`src/design/cbs_pkg.sv`:
```
// Types and constants shared by the Bezier sampler modules.
`default_nettype none
package cbs_pkg;

    typedef enum logic [3:0] {
        OP_NONE,
        OP_LOAD,
        OP_DIVB_INIT,
        OP_DIV_STEP,
        OP_DIVB_DONE,
        OP_MUL,
        OP_NINIT,
        OP_SHIFT,
        OP_SQ,
        OP_SQRT_INIT,
        OP_SQRT_STEP,
        OP_DIVN_INIT,
        OP_DIVN_DONE,
        OP_OUT_LOAD
    } cbs_op_t;

    typedef enum logic [3:0] {
        ST_IDLE,
        ST_DIVB_INIT,
        ST_DIVB,
        ST_DIVB_DONE,
        ST_MUL,
        ST_NINIT,
        ST_SHIFT,
        ST_SQ,
        ST_SQRT_INIT,
        ST_SQRT,
        ST_DIVN_INIT,
        ST_DIVN,
        ST_DIVN_DONE,
        ST_OUT
    } cbs_state_t;

    typedef struct packed {
        cbs_op_t    op;
        logic [5:0] cnt;
        logic [1:0] comp;
    } cbs_cmd_t;

    typedef struct packed {
        logic shift_done;
        logic out_free;
        logic last;
    } cbs_stat_t;

    // Sequence lengths (last count value of each loop)
    localparam logic [5:0] DIV_LAST  = 6'd44;
    localparam logic [5:0] MUL_LAST  = 6'd47;
    localparam logic [5:0] SQ_LAST   = 6'd3;
    localparam logic [5:0] SQRT_LAST = 6'd31;
    localparam logic [1:0] COMP_LAST = 2'd2;

    // Multiply schedule: weight chain steps
    localparam logic [5:0] STEP_AA = 6'd0;
    localparam logic [5:0] STEP_AB = 6'd1;
    localparam logic [5:0] STEP_BB = 6'd2;
    localparam logic [5:0] STEP_W0 = 6'd3;
    localparam logic [5:0] STEP_W1 = 6'd4;
    localparam logic [5:0] STEP_W2 = 6'd5;
    localparam logic [5:0] STEP_W3 = 6'd6;
    localparam logic [1:0] REGION_POS = 2'd1;
    localparam logic [1:0] REGION_G   = 2'd2;
    localparam logic [1:0] LANE_NONE  = 2'd3;

    localparam logic [1:0] IDX_START   = 2'd3;
    localparam logic [5:0] STEPS_RESET = 6'd16;
    localparam logic [16:0] Q16_ONE    = 17'd65536;

endpackage
`default_nettype wire

```
`src/design/cbs_controller.sv`:
```
// Sequencer of the Bezier sampler: steps the datapath through each sample.
`default_nettype none
module cbs_controller
    import cbs_pkg::*;
(
    input  wire logic       aclk,
    input  wire logic       aresetn,
    input  wire logic       s_valid,
    output logic            s_ready,
    input  wire logic [1:0] s_point_index,
    input  wire cbs_stat_t  stat,
    output cbs_cmd_t        cmd
);

    cbs_state_t state_reg, state_next;
    logic [5:0] cnt_reg, cnt_next;
    logic [1:0] comp_reg, comp_next;

    // State and counters
    always_ff @(posedge aclk) begin
        if (!aresetn) begin
            state_reg <= ST_IDLE;
            cnt_reg   <= '0;
            comp_reg  <= '0;
        end else begin
            state_reg <= state_next;
            cnt_reg   <= cnt_next;
            comp_reg  <= comp_next;
        end
    end

    // Next state
    always_comb begin
        state_next = state_reg;
        cnt_next   = cnt_reg + 6'd1;
        comp_next  = comp_reg;
        unique case (state_reg)
            ST_IDLE: begin
                cnt_next = '0;
                if (s_valid && s_point_index == IDX_START) begin
                    state_next = ST_DIVB_INIT;
                end
            end
            ST_DIVB_INIT: begin
                cnt_next   = '0;
                state_next = ST_DIVB;
            end
            ST_DIVB: begin
                if (cnt_reg == DIV_LAST) begin
                    state_next = ST_DIVB_DONE;
                end
            end
            ST_DIVB_DONE: begin
                cnt_next   = '0;
                state_next = ST_MUL;
            end
            ST_MUL: begin
                if (cnt_reg == MUL_LAST) begin
                    state_next = ST_NINIT;
                end
            end
            ST_NINIT: state_next = ST_SHIFT;
            ST_SHIFT: begin
                cnt_next = '0;
                if (stat.shift_done) begin
                    state_next = ST_SQ;
                end
            end
            ST_SQ: begin
                if (cnt_reg == SQ_LAST) begin
                    state_next = ST_SQRT_INIT;
                end
            end
            ST_SQRT_INIT: begin
                cnt_next   = '0;
                state_next = ST_SQRT;
            end
            ST_SQRT: begin
                comp_next = '0;
                if (cnt_reg == SQRT_LAST) begin
                    state_next = ST_DIVN_INIT;
                end
            end
            ST_DIVN_INIT: begin
                cnt_next   = '0;
                state_next = ST_DIVN;
            end
            ST_DIVN: begin
                if (cnt_reg == DIV_LAST) begin
                    state_next = ST_DIVN_DONE;
                end
            end
            ST_DIVN_DONE: begin
                if (comp_reg == COMP_LAST) begin
                    state_next = ST_OUT;
                end else begin
                    comp_next  = comp_reg + 2'd1;
                    state_next = ST_DIVN_INIT;
                end
            end
            ST_OUT: begin
                if (stat.out_free) begin
                    state_next = stat.last ? ST_IDLE : ST_DIVB_INIT;
                end
            end
            default: state_next = ST_IDLE;
        endcase
    end

    // Outputs: datapath command and input ready
    always_comb begin
        s_ready  = 1'b0;
        cmd.op   = OP_NONE;
        cmd.cnt  = cnt_reg;
        cmd.comp = comp_reg;
        unique case (state_reg)
            ST_IDLE: begin
                s_ready = 1'b1;
                if (s_valid) begin
                    cmd.op = OP_LOAD;
                end
            end
            ST_DIVB_INIT: cmd.op = OP_DIVB_INIT;
            ST_DIVB:      cmd.op = OP_DIV_STEP;
            ST_DIVB_DONE: cmd.op = OP_DIVB_DONE;
            ST_MUL:       cmd.op = OP_MUL;
            ST_NINIT:     cmd.op = OP_NINIT;
            ST_SHIFT:     cmd.op = OP_SHIFT;
            ST_SQ:        cmd.op = OP_SQ;
            ST_SQRT_INIT: cmd.op = OP_SQRT_INIT;
            ST_SQRT:      cmd.op = OP_SQRT_STEP;
            ST_DIVN_INIT: cmd.op = OP_DIVN_INIT;
            ST_DIVN:      cmd.op = OP_DIV_STEP;
            ST_DIVN_DONE: cmd.op = OP_DIVN_DONE;
            ST_OUT: begin
                if (stat.out_free) begin
                    cmd.op = OP_OUT_LOAD;
                end
            end
            default: cmd.op = OP_NONE;
        endcase
    end

endmodule
`default_nettype wire

```
`config.mk`:
```
export PLATFORM = sky130hd
export DESIGN_NAME = cbs_controller
export DESIGN_NICKNAME = d
export VERILOG_FILES = /design/src/design/cbs_pkg.sv /design/src/design/cbs_controller.sv
export SDC_FILE = /design/constraint.sdc
export NUM_CORES = 1
export LEC_CHECK = 0
export BUFFER_PORTS_ARGS = -buffer_cell sky130_fd_sc_hd__buf_2
export CORE_MARGIN = 2
export CORE_UTILIZATION = 40
export CTS_CLUSTER_DIAMETER = 50
export DETAILED_ROUTE_END_ITERATION = 7
export GPL_TIMING_DRIVEN = 0
export SETUP_SLACK_MARGIN = 0.1
export SLEW_MARGIN = 20
export SYNTH_ARGS = -nofsm -noshare
export SYNTH_HDL_FRONTEND = slang
export SYNTH_SLANG_ARGS = --single-unit
```
`constraint.sdc`:
```
create_clock -name aclk -period 2.1 [get_ports aclk]
set_input_delay 0 -clock aclk [delete_from_list [all_inputs] [get_ports aclk]]
set_output_delay 0 -clock aclk [all_outputs]
set_load 0.01 [all_outputs]
```
**After elaboration in Yosys (flattened, before gate mapping)**

Cells that the tools add are included.

- Mux-type cells: 17
- Add/subtract/negate cells: 2
- Bitwise operators: 1
- Eq/ne operators: 28
- Reduce and logical (&&, ||, !) cells: 7

Operators with widths:

| kind | number |
|---|---|
| $pmux 4 s14 | 1 |
| $pmux 4 s13 | 1 |
| $mux 4 | 9 |
| $eq 4x4->1 const B | 6 |
| $ne 2x2->1 const B | 9 |
| $eq 4x3->1 const B | 4 |
| $eq 6x6->1 const B | 2 |
| $eq 4x2->1 const B | 2 |
| $reduce_and 8->1 | 1 |
| $reduce_or 7->1 | 1 |
| $add 6x1->6 const B | 1 |
| $eq 6x2->1 const B | 1 |
| $eq 6x5->1 const B | 1 |
| $eq 2x2->1 const B | 2 |
| $eq 4x1->1 const B | 1 |
| $logic_not 4->1 | 1 |
| $pmux 2 s2 | 1 |
| $mux 1 | 3 |
| $mux 3 | 1 |
| $add 2x1->2 const B | 1 |
| $mux 2 | 1 |
| $reduce_and 2->1 | 1 |
| $reduce_bool 2->1 | 1 |
| $reduce_or 2->1 | 1 |
| other kinds (2) | 2 |

- Flip-flop bits (word level): 12
- Input port bits: 8
- Output and inout bits: 13
- Word-level logic and storage cells: 58

**Depth between registers and ports, before layout**

Gate-level depths: netlist of the first run.

- Word-level depth: 4
- Gate-level depth with buffers: 7
- Gate-level depth less buffers: 7

**Worst setup path after synthesis of the first run**

No wires, ideal clock.

- Path type: register to register
- From: reg cnt_reg[0]
- To: reg state_reg[3]
- Required time: 1.985 ns
- Setup slack: 0.389 ns
- Arrival time: 1.597 ns
- Clock period less this slack: 1.711 ns
- Path buffers: 0
- Cell stages (with the launch flop): 7
- Library setup time: 0.115 ns
- Cell sequence: dfxtp_1 ha_1 nand3_2 nor3b_2 o32ai_1 o41a_1 o21a_1

- Cells in the longest elaborated chain, start to end: 3
- Elaborated cells between the ends (all ways): 10
- Those cells by class: eq/ne: 9; reduce/logical: 1

Ends and longest elaborated chain:

| element | RTL line | source |
|---|---|---|
| start, declared | cbs_controller.sv:16 | `logic [5:0] cnt_reg, cnt_next;` |
| start signal, assigned | cbs_controller.sv:27 | `cnt_reg <= cnt_next;` |
| $eq 6x5->1 (tied with other cells) | cbs_controller.sv:80 | `if (cnt_reg == SQRT_LAST) begin` |
| $ne 2x2->1 (no line) | n/a |  |
| $reduce_and 8->1 (no line) (*) | n/a |  |
| end signal, assigned | cbs_controller.sv:26 | `state_reg <= state_next;` |
| end, declared | cbs_controller.sv:15 | `cbs_state_t state_reg, state_next;` |

Every way passes the cells marked *; elsewhere a longest branch is shown, timed or not.
A chain may end at the register's enable or synchronous reset.

**Worst setup path after layout of the first run**

- From: reg cnt_reg[0]
- To: reg state_reg[0]

Same word-level chain as after synthesis.

==> results of run 1 <==
final timing paths:
check	from	end	slack, ps
hold reg to reg	cnt_reg[0]	cnt_reg[0]	480
setup / recovery	cnt_reg[0]	state_reg[0]	280
setup reg to reg	cnt_reg[0]	state_reg[0]	280
hold / removal	aresetn	state_reg[3]	120
kinds of logic (layout without fill, tap and decap cells):
| logic type | after synthesis | after routing | synth area share [%] |
|---|---|---|---|
| compound gates | 29 | 29 | 21.4 |
| mux | 2 | 2 | 2.26 |
| xor+xnor | 5 | 5 | 4.95 |
| flops | 12 | 12 | 27.2 |
| fa+ha+maj | 3 | 3 | 4.24 |
| simple gates | 52 | 52 | 31.7 |
| buf+inv | 18 | 40 | 8.35 |
layout make-up:
| class | count | area, um^2 | share of cell area, % |
|---|---|---|---|
| Multi-Input combinational cell | 91 | 573 | 55.0 |
| Buffer | 10 | 45.0 | 4.33 |
| Tap cell | 28 | 35.0 | 3.37 |
| Timing Repair Buffer | 19 | 95.1 | 9.13 |
| Clock buffer | 3 | 22.5 | 2.16 |
| Sequential cell | 12 | 240 | 23.1 |
| Inverter | 8 | 30.0 | 2.88 |
power by group through the flow:
stage	Combinational (W)	Clock (W)	Sequential [W]
final	0.000463	0.000146	0.000267
after global placement	0.000452	0	0.000273
after detailed placement	0.000459	0	0.000273
after CTS	0.000459	0.000148	0.000268
after global routing	0.000522	0.000161	0.000273
after floorplan	0.000332	0	0.000276
cells in the final DEF (no fill, tap or decap), drive strengths merged, types with 2 or more instances in the layout:
master	instances
nor4b	2
a221oi	2
nand2	12
clkbuf	7
o21ai	11
nor3	3
mux2i	2
and2	2
nor2	13
xnor2	3
nor2b	3
xor2	2
inv	8
a21oi	5
nor4	2
dfxtp	12
buf	25
ha	3
a31oi	2
nand3	6
through the flow:
stage	cells	power, W	utilization, %	worst slack, ps	hold slack [ps]
finish	171	0.000877	48.5	278	118
global route	171	0.000956	48.5	111	145
CTS	171	0.000875	48.3	254	118
detailed placement	168	0.000732	47.2	276	417
global placement	168	0.000725	47.2	301	420
floorplan	121	0.000608	-	389	214
timing repair:
action / 4_1_cts / 5_1_grt
hold endpoints to repair: 0 / 0
gates resized for setup: 0 / 2
buffers inserted: 0 / 0
endpoints found under the setup margin: 0 / 4
metal layers:
metal	share of wire, %	GRT usage, %	wire length (um)
met1	46	22.0	955
met2	48	29.4	1010
met3	5.1	3.80	106
met4	0.96	7.66	20
met5	0	0	0
==> metrics.md, run 1 <==
| Metric | Value |
|---|---|
| Synthesized instance count | `121` |
| CTS root buf | `clkbuf_4` |
| Crit path DAT | `1990 ps` |
| Die Width | `approximately 51 um` |
| Vias | `921` |
| Count of final hold-check violations | `0` |
| CTS Hold Bufs | `0` |
| Syn Area/Cell | `7.31 um^2` |
| Area share of the largest cell type after synthesis | `27.2%` |
| Lkg Pwr | `0.399 nW` |
| CP startpoint kind | `flip-flop` |
| Clock transition at the registers of the reported paths | `80 ps` |
| Least-Margin Pin Slew | `about 520 ps` |
| Filler Cell Count | `241` |
| Sink Count | `12` |
| RSZ-0062 raised after global routing | `no` |
| TNS Setup | `0 ps` |
| Number of antenna diodes | `0` |
| Endpoints failing setup | `0` |
| Max Slew Vio Count | `0` |
| Crit path max-delay family | `simple AND/OR/NAND/NOR gates` |
| Drt wl/cell | `~12 um` |
| IO buf count | `19` |
| Part of the power in registers | `30.5%` |
| Post-synthesis sequential area ratio | `27.2%` |
| Slowest-stage cell, CP | `dfxtp_1` |
| Crit Path Max Fanout | `5` |
| Initial Util | `41.2%` |
| Max reg flops | `6` |
| CTS tree | `yes` |
| Maxcap violations | `0` |
| F_max | `0.549 GHz` |
| Worst path max stage delay | `390 ps` |
| Dpl cell area | `1010 um^2` |
| Placer's final routability congestion estimate | `0.850` |
| Number of synthesized flops with an enable pin | `0` |
| Design area | `roughly 1000 um^2` |
| Die Ht | `51.0 um` |
| Crit share post-route | `86.8%` |
| Synth area leader | `dfxtp_1` |
| Core Footprint | `~2100 um^2` |
| Run status | `finished, final reports clean` |
| Req. time, crit path | `2260 ps` |
| Syn. warnings | `0` |
| DRC viols | `0` |
| DRT iter0 DRCs | `21` |
| Detailed-route wire length | `between 2000 and 2500 um` |
| PD cells | `843 nW/um^2` |
| Fin nets | `156` |
| Post-route antenna net violation count | `0` |
| Die area | `about 2600 um^2` |
| Switching fraction of total power | `around 42%` |
| Count leader, synth | `nor2_1` |
| Initial antenna violation count | `0` |
| Clock Tree Buf Depth | `2` |
| Comb power frac | `52.8%` |
| Num ports | `21` |
| Hold Path Class | `input port to flip-flop` |
| Drt pass-1 iters | `4` |
| Crit end category | `flip-flop` |
| Internal | `0.000506 W` |
| CP bufs+invs | `0` |
| Share of cells above drive strength 1 | `21.7%` |
| Yosys reg bits | `12` |
| Max-slew headroom | `65.2%` |
| Largest net degree at the start of global routing | `11` |
| Worst R2R Path Depth | `6` |
| Number of global-route vias before repair | `804` |
| Synthesized cell area | `between 800 and 900 um^2` |
| Worst path depth | `6` |
| Total CTS buffers | `3` |
| Row cnt | `17` |
| CP cell instances | `ha_1 > nand3_2 > nor3b_2 > o32ai_1 > or3_1 > o221a_1` |
| Main synth FF type | `dfxtp_1` |
| Hold Path Cell Cnt | `2` |
| Area Overhead vs Synth | `17.7%` |
| Final Skew | `8.10 ps` |
| Most instantiated cells after synthesis | `13 x nor2_1, 12 x dfxtp_1, 12 x nand2_1` |
| Synthesized Nets | `~130` |
| H-tree Lvls | `1` |
| Total track usage | `roughly 18%` |
| Final worst path period need | `approximately 1800 ps` |
| HPWL after DPL | `1600 um` |
| Clk pwr share | `16.7%` |
| Clk_lat worst skew | `280 ps` |
| Residual overflow from global routing | `0` |
| Synth cell types | `41` |
| Setup CP Type | `flip-flop to flip-flop` |
| Ys async rst share | `0%` |
| Number of vias per cell | `5.39` |
| Peak supply drop | `0.397 mV` |
| Switching pwr | `between 0.0003 and 0.0004 W` |
| Ranking of synthesized cells by area | `dfxtp_1 27%, o21ai_0 6.2%, nor2_1 5.5%, nand2_1 5.1%, ha_1 4.2%` |
| First-pass GRT wire length | `3530 um` |
Note: power is estimated with default switching activity, not from simulation.
==> run 2, diff against run 1 <==
- CAP_MARGIN: not set -> 15
- CORE_MARGIN: 2 -> 4
==> run 2 against run 1 <==
Compared with the run above: sequential share of layout area is 0.056 points higher; final cell count is 0.58% lower; die area is 16% higher; total power is 0.46% lower; critical path type unchanged; critical endpoint is now state_reg[1]; highest routed layer unchanged.
==> metrics.md, run 2 (synthesis results as in run 1) <==
| Metric | Value |
|---|---|
| Req. time, crit path | `approximately 2300 ps` |
| Run status | `finished, final reports clean` |
| Share of cells above drive strength 1 | `around 22%` |
| Hold_sp | `aresetn` |
| Largest net degree at the start of global routing | `11` |
| Filler Cell Count | `223` |
| Drt pass-1 iters | `4` |
| CTS Hold Bufs | `0` |
| Endpoints failing setup | `0` |
| Total CTS buffers | `3` |
| Die area | `3030 um^2` |
| Max Slew Vio Count | `0` |
| Min Hold Slack | `129 ps` |
| Post-route antenna net violation count | `0` |
| Clk_lat worst skew | `270 ps` |
| F_max | `0.546 GHz` |
| H-tree Lvls | `1` |
| PD cells | `841 nW/um^2` |
| Clock transition at the registers of the reported paths | `80 ps` |
| Initial Util | `43.7%` |
| Number of global-route vias before repair | `834` |
| Max reg flops | `6` |
| Number of vias per cell | `around 5.3` |
| Drt wl/cell | `12.5 um` |
| Core Footprint | `2020 um^2` |
| Detailed-route wire length | `2130 um` |
| CTS root buf | `clkbuf_4` |
| Placer's final routability congestion estimate | `0.924` |
| Residual overflow from global routing | `0` |
| Die Ht | `55.0 um` |
| Leading cell type in the layout, fill and taps excluded | `buf_2` |
| Number of antenna diodes | `0` |
| Reg-to-Reg Start | `cnt_reg[0]` |
| Most frequent cells in the layout | `23 x buf_2, 13 x nor2_1, 12 x nand2_1, 12 x dfxtp_1, 11 x o21ai_0` |
| Peak supply drop | `0.531 mV` |
| Maxcap violations | `0` |
| Count of final hold-check violations | `0` |
| Crit share post-route | `87.3%` |
| CTS tree | `yes` |
| Die Width | `approximately 55 um` |
| Fin nets | `~160` |
| Num ports | `21` |
| Setup CP Type | `flip-flop to flip-flop` |
| Vias | `909` |
| DRC viols | `0` |
| Area Overhead vs Synth | `17.4%` |
| Design area | `just over 1000 um^2` |
| Final Skew | `around 6.8 ps` |
| Dpl cell area | `1010 um^2` |
| Setup bufs post-CTS | `0` |
| HPWL after DPL | `1670 um` |
| IO buf count | `19` |
| CP startpoint kind | `flip-flop` |
| Row cnt | `16` |
| Max-slew headroom | `between 70% and 80%` |
| Hold Path Class | `input port to flip-flop` |
| RSZ-0062 raised after global routing | `no` |
| TNS Setup | `0 ps` |
| Clock Tree Buf Depth | `2` |
| Worst setup path start | `cnt_reg[0]` |
| Total track usage | `16.5%` |
| Least-Margin Pin Slew | `376 ps` |
| Crit path DAT | `2030 ps` |
| First-pass GRT wire length | `approximately 3600 um` |
| DRT iter0 DRCs | `16` |
| Initial antenna violation count | `0` |
| Crit end category | `flip-flop` |
| Sink Count | `12` |
| Crit Path Max Fanout | `5` |
| Final worst path period need | `1830 ps` |
| Lkg Pwr | `0.403 nW` |
[run 2: cell types whose count changed in the layout (fill, tap and decap cells not counted), sizes merged]
| cell | change |
|---|---|
| buf | -1 |
| clkbuf | +1 |
[run 2: area by class of cell]
| cell class | instances | area, um^2 | area share [%] |
|---|---|---|---|
| Buffer | 10 | 46.3 | 4.46 |
| Clock buffer | 3 | 22.5 | 2.17 |
| Inverter | 8 | 30.0 | 2.89 |
| Multi-Input combinational cell | 91 | 571 | 54.9 |
| Sequential cell | 12 | 240 | 23.1 |
| Tap cell | 27 | 33.8 | 3.25 |
| Timing Repair Buffer | 19 | 95.1 | 9.16 |
[run 2: through the flow]
step,total power [W],cells,setup slack [ps],util (%)
2_1_floorplan,0.000608,121,389,-
6_report,0.000873,170,267,51.4
3_3_place_gp,0.000728,167,310,50.1
5_1_grt,0.000954,170,119,51.4
4_1_cts,0.000883,170,241,51.2
3_5_place_dp,0.000738,167,272,50.1
[run 2: worst max-delay path: stages (launching register included)]
cell and delay (ps):
dfxtp_1 400, ha_1 250, nand3_2 120, o311ai_0 300, nand4_1 190, nor2_1 280, mux2i_1 220
[run 2: power breakdown]
| group | switching (W) | total [W] | internal, W |
|---|---|---|---|
| sequential | 0.0000150 | 0.000269 | 0.000254 |
| clock | 0.0000731 | 0.000139 | 0.0000663 |
| combinational | 0.000280 | 0.000465 | 0.000185 |
[run 2: worst paths after layout]
check	end	slack (ps)	cells after the start
setup / recovery	state_reg[1]	270	6
hold reg to reg	cnt_reg[0]	490	1
setup reg to reg	state_reg[1]	270	6
hold / removal	state_reg[3]	130	2
[run 2: metal layers]
metal  GRT usage (%)  routed length (um)  part of all wire, %
met2            27.2                 983                   46
met4            2.43                  13                 0.61
met3            5.63                 129                  6.0
met1            21.0                1010                   47
met5               0                   0                    0
[run 2: timing repair]
item                       4_1_cts  5_1_grt
gates resized for setup          0        2
hold endpoints to repair         0        0
setup endpoints to repair        0        1
==> run 3, diff against run 2 <==
- CORE_UTILIZATION: 40 -> 45
- PLACE_DENSITY: not set -> 0.69
- SKIP_LAST_GASP: not set -> 1
==> run 3 against run 2 <==
Compared with the run above: total power up 0.66%; utilization up 6.1 points; sequential cell count unchanged; design area down 0.36%; routed wire length down 2.1%; setup slack better by 14 ps.
==> metrics.md, run 3 (synthesis results as in run 1) <==
| Metric | Value |
|---|---|
| Run status | `finished, final reports clean` |
| Filler Cell Count | `187` |
| Max-slew headroom | `71.1%` |
| RSZ-0062 raised after global routing | `no` |
| Total CTS buffers | `3` |
| Share of cells above drive strength 1 | `21.0%` |
| TNS Setup | `0 ps` |
| Largest net degree at the start of global routing | `11` |
| Clock transition at the registers of the reported paths | `80 ps` |
| Die Width | `52.3 um` |
| Row cnt | `15` |
| Setup CP Type | `flip-flop to flip-flop` |
| Area Overhead vs Synth | `17.0%` |
| Die Ht | `52.3 um` |
| Die area | `2740 um^2` |
| CP startpoint kind | `flip-flop` |
| Most frequent cells in the layout | `23 x buf_2, 13 x nor2_1, 12 x nand2_1, 12 x dfxtp_1, 11 x o21ai_0` |
| Total power | `0.000879 W` |
| IO buf count | `19` |
| Leading cell type in the layout, fill and taps excluded | `buf_2` |
| Clock Tree Buf Depth | `2` |
| FF+latch area | `240 um^2` |
| Peak supply drop | `~0.63 mV` |
| Endpoints failing setup | `0` |
| Final Skew | `between 6 and 7 ps` |
| First-pass GRT wire length | `3650 um` |
| Fin nets | `156` |
| Residual overflow from global routing | `0` |
| Crit Path Max Fanout | `5` |
| CTS Hold Bufs | `0` |
| Crit end category | `flip-flop` |
| Req. time, crit path | `between 2000 and 2500 ps` |
| HPWL after DPL | `1600 um` |
| Num ports | `21` |
| DRT iter0 DRCs | `19` |
| Drt wl/cell | `12.4 um` |
| Placer's final routability congestion estimate | `0.830` |
| Crit path DAT | `between 2000 and 2500 ps` |
| Number of global-route vias before repair | `between 800 and 900` |
| PD cells | `849 nW/um^2` |
| DRC viols | `0` |
| H-tree Lvls | `1` |
| Post-route antenna net violation count | `0` |
| F_max | `0.550 GHz` |
| Initial Util | `about 49%` |
| Detailed-route wire length | `2090 um` |
| Core Footprint | `1800 um^2` |
| Number of vias per cell | `between 5 and 6` |
| Maxcap violations | `0` |
| Vias | `930` |
| CTS root buf | `clkbuf_4` |
| Final worst path period need | `1820 ps` |
| Number of antenna diodes | `0` |
| Count of final hold-check violations | `0` |
| CTS tree | `yes` |
| Drt pass-1 iters | `4` |
| Hold Path Class | `input port to flip-flop` |
| Total track usage | `17.5%` |
| Least-Margin Pin Slew | `427 ps` |
| Sink Count | `12` |
| Clk_lat worst skew | `280 ps` |
| Initial antenna violation count | `0` |
| Crit share post-route | `86.6%` |
| Lkg Pwr | `around 0.4 nW` |
| Max Slew Vio Count | `0` |
| Max reg flops | `6` |
| Multi-input gate area | `about 570 um^2` |
-- run 3: changes by cell type in the layout (fill, tap and decap cells not counted) --
cell	delta
clkbuf_2	-1
buf_1	+1
-- run 3: worst max-delay path, cell delays in order (launching register included) --
cell      delay, ps
dfxtp_1         400
ha_1            250
nand3_2         130
o311ai_0        310
nand4_1         160
nor2_1          290
mux2i_1         220
-- run 3: power breakdown --
| part | switching (W) | total, W | leakage [nW] | internal [W] |
|---|---|---|---|---|
| registers | 0.0000152 | 0.000269 | 0.0971 | 0.000254 |
| clock network | 0.0000798 | 0.000146 | 0.0138 | 0.0000665 |
| logic | 0.000278 | 0.000464 | 0.289 | 0.000185 |
| total | 0.000373 | 0.000879 | 0.399 | 0.000505 |
-- run 3: repair_timing --
action,CTS,global route
gates resized for setup,0,1
endpoints found under the setup margin,0,1
buffers inserted,0,0
endpoints found under the hold margin,0,0
-- run 3: path summary, 6_finish.rpt --
kind	startpoint	end	slack, ps	cells past startpoint
min reg2reg	cnt_reg[0]	cnt_reg[0]	490	1
max	cnt_reg[0]	state_reg[1]	280	6
min	aresetn	state_reg[3]	110	2
max reg2reg	cnt_reg[0]	state_reg[1]	280	6
-- run 3: routing by layer --
layer / part of all wire (%) / vias to the layer above / global-route usage [%]
met5: 0 / - / 0
met1: 49 / 397 / 23.2
met4: 2.3 / 0 / 10.2
met2: 41 / 52 / 26.7
met3: 7.3 / 6 / 2.56
li1: - / 475 / -
-- run 3: final cells by class --
type	count	area share [%]
plain buffers	10	4.35
clock buffers	3	2.18
inverters	8	2.90
multi-input cells	91	55.1
flip-flops and latches	12	23.2
well taps	25	3.02
repair buffers	19	9.19
-- run 3: metrics by stage --
step                      setup WS, ps  hold slack (ps)  cell area, um^2  instances  utilization (%)
after floorplan                    389              214              885        121                -
after global placement             322              396             1010        165             56.1
after detailed placement           306              394             1010        165             56.1
after CTS                          287              102             1030        168             57.4
after global routing               177              112             1030        168             57.4
final                              281              109             1030        168             57.4
